`config.mk`:
```
export PLATFORM = sky130hd
export DESIGN_NAME = fmmu_fpu
export DESIGN_NICKNAME = d
export VERILOG_FILES = /design/src/design/assert_macros.svh /design/src/design/fmmu_pkg.sv /design/src/design/fmmu_fpu.sv
export SDC_FILE = /design/constraint.sdc
export NUM_CORES = 2
export LEC_CHECK = 0
export ABC_AREA = 1
export CORE_UTILIZATION = 45
export CTS_BUF_LIST = sky130_fd_sc_hd__clkbuf_16
export DETAILED_ROUTE_END_ITERATION = 10
export DONT_BUFFER_PORTS = 1
export SYNTH_ARGS = -nofsm -noshare
export SYNTH_HDL_FRONTEND = slang
export SYNTH_SLANG_ARGS = --single-unit
```
`constraint.sdc`:
```
create_clock -name clk -period 6.5 [get_ports clk]
set_input_delay 0 -clock clk [delete_from_list [all_inputs] [get_ports clk]]
set_output_delay 0 -clock clk [all_outputs]
set_load 0.005 [all_outputs]
```
`src/design/assert_macros.svh`:
```
// ----------------------------------------------------------------------------
// assert_macros.svh
// Concurrent assertion macros, compiled out for synthesis.
// ----------------------------------------------------------------------------
`ifndef ASSERT_MACROS_SVH
`define ASSERT_MACROS_SVH
`ifndef SYNTHESIS
`define ASSERT_IMPLIES(label, clk, rst_n, ante, cons) \
	label: assert property (@(posedge clk) disable iff (!rst_n) (ante) |-> (cons)) \
	else $error("implication check failed");
`define ASSERT_NEVER(label, clk, rst_n, expr) \
	label: assert property (@(posedge clk) disable iff (!rst_n) !(expr)) \
	else $error("forbidden condition seen");
`else
`define ASSERT_IMPLIES(label, clk, rst_n, ante, cons)
`define ASSERT_NEVER(label, clk, rst_n, expr)
`endif
`endif

```
`src/design/fmmu_pkg.sv`:
```
`timescale 1ns / 1ps
// ----------------------------------------------------------------------------
// fmmu_pkg
// Shared types and constants of the float matrix multiply unit.
// ----------------------------------------------------------------------------
package fmmu_pkg;

	localparam int MAX_DIM_DEF = 8;
	localparam logic [3:0] SIZE_RESET = 4'd8;
	localparam logic [31:0] CANON_NAN = 32'h7FC0_0000;
	localparam logic [0:0] REG_MATRIX_SIZE = 1'b0;

	typedef enum logic {
		OP_MUL = 1'b0,
		OP_ADD = 1'b1
	} fpu_op_t;

	typedef struct packed {
		logic    start;
		fpu_op_t op;
	} fpu_req_t;

	typedef struct packed {
		logic done;
		logic busy;
	} fpu_rsp_t;

endpackage

```
`src/design/fmmu_fpu.sv`:
```
`timescale 1ns / 1ps
// ----------------------------------------------------------------------------
// fmmu_fpu
// Shared single-precision multiply / add unit, round to nearest even,
// subnormals kept; normalizes one bit or one byte per cycle.
// ----------------------------------------------------------------------------
module fmmu_fpu (
	input  logic               clk,
	input  logic               arst_n,
	input  fmmu_pkg::fpu_req_t req,
	input  logic [31:0]        x,
	input  logic [31:0]        y,
	output fmmu_pkg::fpu_rsp_t rsp,
	output logic [31:0]        result
);

	typedef enum logic [1:0] {
		F_IDLE = 2'b01,
		F_NORM = 2'b10
	} fstate_t;

	fstate_t state_q;
	logic done_q;
	logic [31:0] res_q;
	logic [47:0] m_q;
	logic signed [10:0] e_q;
	logic s_q;

	logic sx, sy;
	logic [7:0] ex, ey;
	logic [22:0] fx, fy;
	logic [23:0] mx, my;
	logic signed [10:0] ex_e, ey_e;
	logic x_nan, y_nan, x_inf, y_inf, x_zero, y_zero;

	assign sx = x[31];
	assign sy = y[31];
	assign ex = x[30:23];
	assign ey = y[30:23];
	assign fx = x[22:0];
	assign fy = y[22:0];
	assign mx = {ex != 8'd0, fx};
	assign my = {ey != 8'd0, fy};
	assign ex_e = (ex == 8'd0) ? 11'sd1 : $signed({3'b000, ex});
	assign ey_e = (ey == 8'd0) ? 11'sd1 : $signed({3'b000, ey});
	assign x_nan = (ex == 8'hFF) && (fx != 23'd0);
	assign y_nan = (ey == 8'hFF) && (fy != 23'd0);
	assign x_inf = (ex == 8'hFF) && (fx == 23'd0);
	assign y_inf = (ey == 8'hFF) && (fy == 23'd0);
	assign x_zero = (ex == 8'd0) && (fx == 23'd0);
	assign y_zero = (ey == 8'd0) && (fy == 23'd0);

	// setup: special cases, product, aligned sum
	logic sp_hit;
	logic [31:0] sp_val;
	logic [47:0] prod;
	logic x_big, s_big, s_sml, sticky;
	logic signed [10:0] e_big, e_sml, d;
	logic [47:0] m_big, m_sml, m_sh, m_al, m_sum;
	logic [47:0] set_m;
	logic signed [10:0] set_e;
	logic set_s;

	always_comb begin
		prod = mx * my;
		x_big = x[30:0] >= y[30:0];
		s_big = x_big ? sx : sy;
		s_sml = x_big ? sy : sx;
		e_big = x_big ? ex_e : ey_e;
		e_sml = x_big ? ey_e : ex_e;
		m_big = x_big ? {1'b0, mx, 23'd0} : {1'b0, my, 23'd0};
		m_sml = x_big ? {1'b0, my, 23'd0} : {1'b0, mx, 23'd0};
		d = e_big - e_sml;
		if (d >= 11'sd48) begin
			m_sh = 48'd0;
			sticky = |m_sml;
		end else begin
			m_sh = m_sml >> d[5:0];
			sticky = |(m_sml & ~({48{1'b1}} << d[5:0]));
		end
		m_al = m_sh | {47'd0, sticky};
		m_sum = (s_big == s_sml) ? (m_big + m_al) : (m_big - m_al);

		sp_hit = 1'b0;
		sp_val = fmmu_pkg::CANON_NAN;
		if (req.op == fmmu_pkg::OP_MUL) begin
			set_m = prod;
			set_e = ex_e + ey_e - 11'sd127;
			set_s = sx ^ sy;
			if (x_nan || y_nan || (x_inf && y_zero) || (y_inf && x_zero)) begin
				sp_hit = 1'b1;
			end else if (x_inf || y_inf) begin
				sp_hit = 1'b1;
				sp_val = {sx ^ sy, 8'hFF, 23'd0};
			end
		end else begin
			set_m = m_sum;
			set_e = e_big;
			set_s = (m_sum == 48'd0) ? (sx & sy) : s_big;
			if (x_nan || y_nan || (x_inf && y_inf && (sx != sy))) begin
				sp_hit = 1'b1;
			end else if (x_inf) begin
				sp_hit = 1'b1;
				sp_val = x;
			end else if (y_inf) begin
				sp_hit = 1'b1;
				sp_val = y;
			end
		end
	end

	// normalize step
	logic [47:0] nxt_m;
	logic signed [10:0] nxt_e;
	logic fin;

	always_comb begin
		nxt_m = m_q;
		nxt_e = e_q;
		fin = 1'b0;
		if (m_q[47]) begin
			nxt_m = {1'b0, m_q[47:2], m_q[1] | m_q[0]};
			nxt_e = e_q + 11'sd1;
		end else if (e_q < -11'sd47) begin
			nxt_m = {47'd0, |m_q};
			nxt_e = 11'sd1;
		end else if (e_q < 11'sd1) begin
			nxt_m = {1'b0, m_q[47:2], m_q[1] | m_q[0]};
			nxt_e = e_q + 11'sd1;
		end else if ((m_q != 48'd0) && !m_q[46] && (e_q > 11'sd1)) begin
			if ((m_q[46:39] == 8'd0) && (e_q > 11'sd8)) begin
				nxt_m = m_q << 8;
				nxt_e = e_q - 11'sd8;
			end else begin
				nxt_m = m_q << 1;
				nxt_e = e_q - 11'sd1;
			end
		end else begin
			fin = 1'b1;
		end
	end

	// round
	logic inc;
	logic [24:0] rnd;
	logic signed [10:0] r_e;
	logic [31:0] r_val;

	always_comb begin
		inc = m_q[22] & ((|m_q[21:0]) | m_q[23]);
		rnd = {1'b0, m_q[46:23]} + {24'd0, inc};
		if (rnd[24]) begin
			r_e = e_q + 11'sd1;
		end else if (rnd[23]) begin
			r_e = e_q;
		end else begin
			r_e = 11'sd0;
		end
		if (r_e >= 11'sd255) begin
			r_val = {s_q, 8'hFF, 23'd0};
		end else if (rnd[24]) begin
			r_val = {s_q, r_e[7:0], 23'd0};
		end else begin
			r_val = {s_q, r_e[7:0], rnd[22:0]};
		end
	end

	always_ff @(posedge clk or negedge arst_n) begin
		if (!arst_n) begin
			state_q <= F_IDLE;
			done_q <= 1'b0;
		end else begin
			done_q <= 1'b0;
			unique case (state_q)
				F_IDLE: begin
					if (req.start) begin
						if (sp_hit) begin
							done_q <= 1'b1;
						end else begin
							state_q <= F_NORM;
						end
					end
				end
				F_NORM: begin
					if (fin) begin
						done_q <= 1'b1;
						state_q <= F_IDLE;
					end
				end
				default: state_q <= F_IDLE;
			endcase
		end
	end

	always_ff @(posedge clk) begin
		if ((state_q == F_IDLE) && req.start) begin
			res_q <= sp_val;
			m_q <= set_m;
			e_q <= set_e;
			s_q <= set_s;
		end else if (state_q == F_NORM) begin
			if (fin) begin
				res_q <= r_val;
			end else begin
				m_q <= nxt_m;
				e_q <= nxt_e;
			end
		end
	end

	assign rsp.done = done_q;
	assign rsp.busy = (state_q == F_NORM);
	assign result = res_q;

endmodule

```
# Word level (Yosys, flattened, before mapping)
# Cells that the tools add are included.
word_totals:
  in_bits: 68
  out_inout_bits: 34
  word_cells: 148
  ff_bits: 95
op_classes:
  multipliers: 1
  shift: 2
  n_addsub: 9
  bitwise_logic: 8
  order_cmp: 7
  eq_ne: 10
  mux: 62
  reduce_logical: 42
ops:
  columns: ["op", "n"]
  rows:
  - ["2-to-1 mux 48 bit", 11]
  - ["2-to-1 mux 32 bit", 9]
  - ["OR reduction 48 bit", 3]
  - ["2-to-1 mux 11 bit", 11]
  - ["2-to-1 mux 47 bit", 2]
  - ["adder 47 x 48 -> 48 bit", 1]
  - ["bitwise AND 47 x 48 -> 48 bit", 1]
  - ["zero test 48 bit", 1]
  - ["multiplier 24 x 24 -> 48 bit", 1]
  - ["NOT 48 bit", 1]
  - ["OR 48 x 1 -> 48 bit", 1]
  - ["nonzero test 48 bit", 1]
  - ["<< shifter 48 x 6 -> 48 bit (first input constant)", 1]
  - ["right shift 47 x 6 -> 48 bit", 1]
  - ["subtractor 47 x 48 -> 48 bit", 1]
  - ["zero test 23 bit", 2]
  - ["nonzero test 23 bit", 2]
  - ["2-to-1 mux 8 bit", 4]
  - [">= comparator 31 bit", 1]
  - ["2-to-1 mux 31 bit", 1]
  - ["adder 24 x 1 -> 25 bit", 1]
  - ["zero test 8 bit", 3]
  - ["2-to-1 mux 23 bit", 1]
  - ["OR reduction 22 bit", 1]
  - ["other kinds (34)", 79]

# Longest topological paths before layout
depth:
  ltp_word: 15
  depth_mapped: 76
  depth_no_buf: 71

# Least setup slack after synthesis
# No wires, ideal clock.
synth_path:
  path_kind: "input-to-reg"
  from: "in y[21]"
  to: "reg s_q, data pin"
  required_ps: 6247
  n_path_buf: 6
  arrival_ps: 8089
  path_slack_ps: -1842
  setup_ps: 253
  path_stages: 65
  path_cell_list: "clkbuf_1 > inv_1 > ha_1 > nand2_1 > nor2_1 > nand4_1 > nor2_1 > nand2_2 > nand2_4 > buf_4 > clkbuf_1 > clkbuf_1 > buf_1 > nand2_1 > o21ai_0 > ha_1 > inv_1 > fa_1 > (+29 left out) > a21oi_1 > nand2_1 > a21oi_1 > o21ai_0 > xnor2_1 > nand3_1 > nor3_1 > nand3_1 > nor2_1 > nand3_1 > nor3_1 > nand4_1 > nor2_1 > nand3_1 > nor2_2 > nand3_1 > nand3_1 > nand2_1"
synth_between:
  elab_chain_cells: 14
  word_cells_on_any_way: 25
  cone_classes: "add/sub: 3; order compare: 2; eq/ne: 1; shift: 2; mux: 11; bitwise: 3; reduce/logical: 3"
synth_rtl:
  columns: ["item", "line_no", "rtl"]
  rows:
  - ["start, declared", "fmmu_fpu.sv:12", "input logic [31:0] y,"]
  - [">= comparator 31 bit", "fmmu_fpu.sv:66", "x_big = x[30:0] >= y[30:0];"]
  - ["2-to-1 mux 8 bit, on equally long branches", "fmmu_fpu.sv:69, fmmu_fpu.sv:70", null]
  - ["subtractor 8 x 8 -> 9 bit", "fmmu_fpu.sv:73", "d = e_big - e_sml;"]
  - ["<< shifter 48 x 6 -> 48 bit", "fmmu_fpu.sv:79", "sticky = |(m_sml & ~({48{1'b1}} << d[5:0]));"]
  - ["NOT 48 bit", "fmmu_fpu.sv:79", null]
  - ["bitwise AND 47 x 48 -> 48 bit", "fmmu_fpu.sv:79", null]
  - ["OR reduction 48 bit", "fmmu_fpu.sv:79", null]
  - ["2-to-1 mux 1 bit", "fmmu_fpu.sv:74", "if (d >= 11'sd48) begin"]
  - ["OR 48 x 1 -> 48 bit", "fmmu_fpu.sv:81", "m_al = m_sh | {47'd0, sticky};"]
  - ["subtractor 47 x 48 -> 48 bit / adder 47 x 48 -> 48 bit (equally long branches)", "fmmu_fpu.sv:82", "m_sum = (s_big == s_sml) ? (m_big + m_al) : (m_big - m_al);"]
  - ["2-to-1 mux 48 bit", "fmmu_fpu.sv:82", null]
  - ["zero test 48 bit", "fmmu_fpu.sv:99", "set_s = (m_sum == 48'd0) ? (sx & sy) : s_big;"]
  - ["2-to-1 mux 1 bit *", "fmmu_fpu.sv:99", null]
  - ["2-to-1 mux 1 bit *", "fmmu_fpu.sv:86", "if (req.op == fmmu_pkg::OP_MUL) begin"]
  - ["net set_s", "fmmu_fpu.sv:62", "logic set_s;"]
  - ["end signal, assigned", "fmmu_fpu.sv:200", "s_q <= set_s;"]
  - ["end, declared", "fmmu_fpu.sv:27", "logic s_q;"]
# Mark *: on every way through the listed nets, which the timed path passes. The rest lies on a longest branch.
# A chain may end at the register's enable or synchronous reset.

# Final worst setup path
layout_path:
  from: "in y[28]"
  to: "reg s_q, data pin"
layout_between:
  elab_chain_cells: 15
  word_cells_on_any_way: 28
  cone_classes: "add/sub: 3; order compare: 2; eq/ne: 1; shift: 2; mux: 12; bitwise: 3; reduce/logical: 5"
layout_rtl:
  columns: ["item", "line_no"]
  rows:
  - ["branches (longest 13 deep; another with subtractor 47 x 48 -> 48 bit)", null]
  - ["2-to-1 mux 1 bit *", "fmmu_fpu.sv:99"]
  - ["2-to-1 mux 1 bit *", "fmmu_fpu.sv:86"]
  - ["net set_s", "fmmu_fpu.sv:62"]
# Mark *: on every way through the listed nets, which the timed path passes.

==> results.toml <==
[die]
dieArea_um2 = 76400
ios = 102
num_rows = 100
die_y_um = 276
initial_core_util_pct = 45.5
core_um2 = 74400
die_w_um = 276

[synth]
yosysUniqueCellTypes = 65
syn_area_um2 = 33900
netlist.top_cell.by_area = "fa_1"
ys_warn_count = 0
synth-seq-cells = 95
synthDominantCellAreaShare_pct = 28.6
synth-edff-count = 92
syn_area_per_cell_um2 = 7.02
synthFlopType = "edfxtp_1"
yosysSeqAreaShare_pct = 8.38
synthTopCellsByArea = "fa_1, nand2_1, inv_1"
async_reset_ff_share_pct = 3.16
synth_nets = 5668
synth_cells = 4826

[grt]
antenna_found_initial = 1
grt_pass1_vias = 33100
use_met3_pct = 3.77
met1_usage_pct = 44.6
grt_max_degree = 81
grt_use_total_pct = 31.5
busiest_layer = "met2"
grt_util_met2_pct = 49.5
grt_pass1_wl_um = 189000
grt_overflow = 0

[setup_path]
critPathRequiredTime_ns = 6.63
cp.arrival_ns = 7.47
path_delay_family = "simple AND/OR/NAND/NOR gates"
crit_start = "y[28]"
endpoint_kind = "register"
path_buf_inv = 11
start_kind = "input port"
cp_common_cell = "nand3_1"
max_stage_delay_ns = 0.36
path_class = "input port to register"
cp_slowest_cell = "fa_2"
r2r_start = "m_q[20]$_DFFE_PP_"
path_max_fanout = 8
reg2reg_slack_ns = 1.19

[final_layout]
drive_gt1_share_pct = 16.8
syn2layout_area_growth_pct = 17.5
nNetsFinal = 5974
final_common_cell = "nand2_1"
n_antenna_cell = 0
final_cell_mix = "nand2_1, inv_1, buf_4"
fin_area_um2 = 39800

[placement]
port_buffers = 0
place.gp.congestion = 1.02
place_hpwl_um = 95500
dpl_cell_area_um2 = 38100

[route]
via_per_inst = 5.44
drcViolationCount = 0
wl_per_cell_um = 19.7
drt_iter0_drc = 2789
drtAntennaViolNets = 0
first_pass_iters = 6
vias = 33200
drt-total-wl_um = 120000

[flow_run]
drv_cap = 0

[timing]
rsz0062_at_grt = "yes"
tightestPinTransition_ns = 1.06
maxSlewHeadroom_pct = 29.1
setup_viol = 5
finalHoldViolations = 0
min_period_over_period_pct = 113
min_period_ns = 7.35
maxSlewViolCount = 0
clock.fmax_ghz = 0.136
skew_ns = 0.00922
final.setup.worst_slack_ns = -0.848

[clock_network]
cts_tree = "done"
cts-root-buf = "clkbuf_16"
cts.sinks = 95
clock_latency_ns = 0.36
clk_transition_reported_paths_ns = 0.08
cts_made_buffers = 9
h-tree-depth = 3
clk_path_buf_depth = 2

[hold_path]
holdCritStartpoint = "req[1]"
hp-class = "input port to register"

[outcome]
violations = "negative setup slack"
run_status = "finished, violations left"
-- stage by stage --
| stage | TNS [ns] | hold slack (ns) | utilization (%) | cells | setup WS (ns) |
|---|---|---|---|---|---|
| detailed placement | -7.95 | -0.296 | 51.2 | 6031 | -1.40 |
| CTS | -0.848 | -0.158 | 52.3 | 6081 | -0.641 |
| global route | -4.84 | 0.0478 | 53.5 | 6106 | -1.33 |
| finish | -1.48 | 0.0464 | 53.5 | 6106 | -0.848 |
| floorplan | -0.766 | -0.296 | - | 4826 | -0.766 |
| global placement | -7.51 | -0.296 | 51.2 | 6031 | -1.38 |
-- synth_stat cells (10+ instances only) --
cell type and instances:
nand2_2 27, nor2_1 258, o211ai_1 20, fa_1 485, xnor2_1 40, buf_2 18, nand4_1 55, inv_1 999
o21bai_1 10, o21ai_1 11, nand2_1 1187, nor4_1 25, a31oi_1 22, clkbuf_1 205, nand3_2 16, ha_1 289
inv_2 20, o221ai_1 30, buf_1 19, nand3_1 330, nor3_1 49, a21oi_1 190, edfxtp_1 92, o22ai_1 42
xor2_1 61, o21ai_0 215
-- layout make-up --
class,instances,area (µm²)
Clock buffer,9,225
Fill cell,7350,34600
Tap cell,969,1210
Multi-Input combinational cell,3455,27300
Clock inverter,7,92.6
Inverter,1021,3870
Sequential cell,95,2840
Timing Repair Buffer,550,4320
-- path summary, 6_finish.rpt --
check	depth (start not counted)	to
worst max-delay path	63	s_q$_DFFE_PP_
worst max register to register	26	result[4]$_DFFE_PP_
worst min-delay path	2	e_q[5]$_DFFE_PP_
worst min register to register	2	state_q[0]$_DFFE_PN1P_
max in group asynchronous	2	state_q[0]$_DFFE_PN1P_
min in group asynchronous	2	state_q[1]$_DFFE_PN0P_
-- layer usage --
metal  share of wire, %  wire length (µm)
met1                 44             52700
met2                 45             53700
met3                7.4              8860
met4                4.0              4790
met5              0.011                13
-- what timing repair did --
action,in CTS,in global routing
pin swaps,53,77
setup endpoints to repair,7,19
buffers inserted,31,37
gates resized for setup,89,166
cloned,0,0
endpoints found under the hold margin,9,2
hold buffers,4,1
-- sequential cells by signal, indices dropped and copies added, names as in the netlist --
name,flops
m_q,48
done_q,1
s_q,1
state_q,2
e_q,11
result,32
-- cell families (layout without fill, tap and decap cells) --
group                      count (synthesis)  after routing  synth area share, %
xor gates and xnor gates                 103            103                 2.74
adders and majority gates                774            774                 39.3
buffers and inverters                   1276           1587                 14.5
AOI/OAI and AO/OA                        592            592                 10.0
and+or+nand+nor                         1986           1986                 25.1
DFF                                       95             95                 8.38
Power is left out: the tool's default activity adds up to more than one toggle a clock period on the data nets, which glitch-free logic cannot reach.
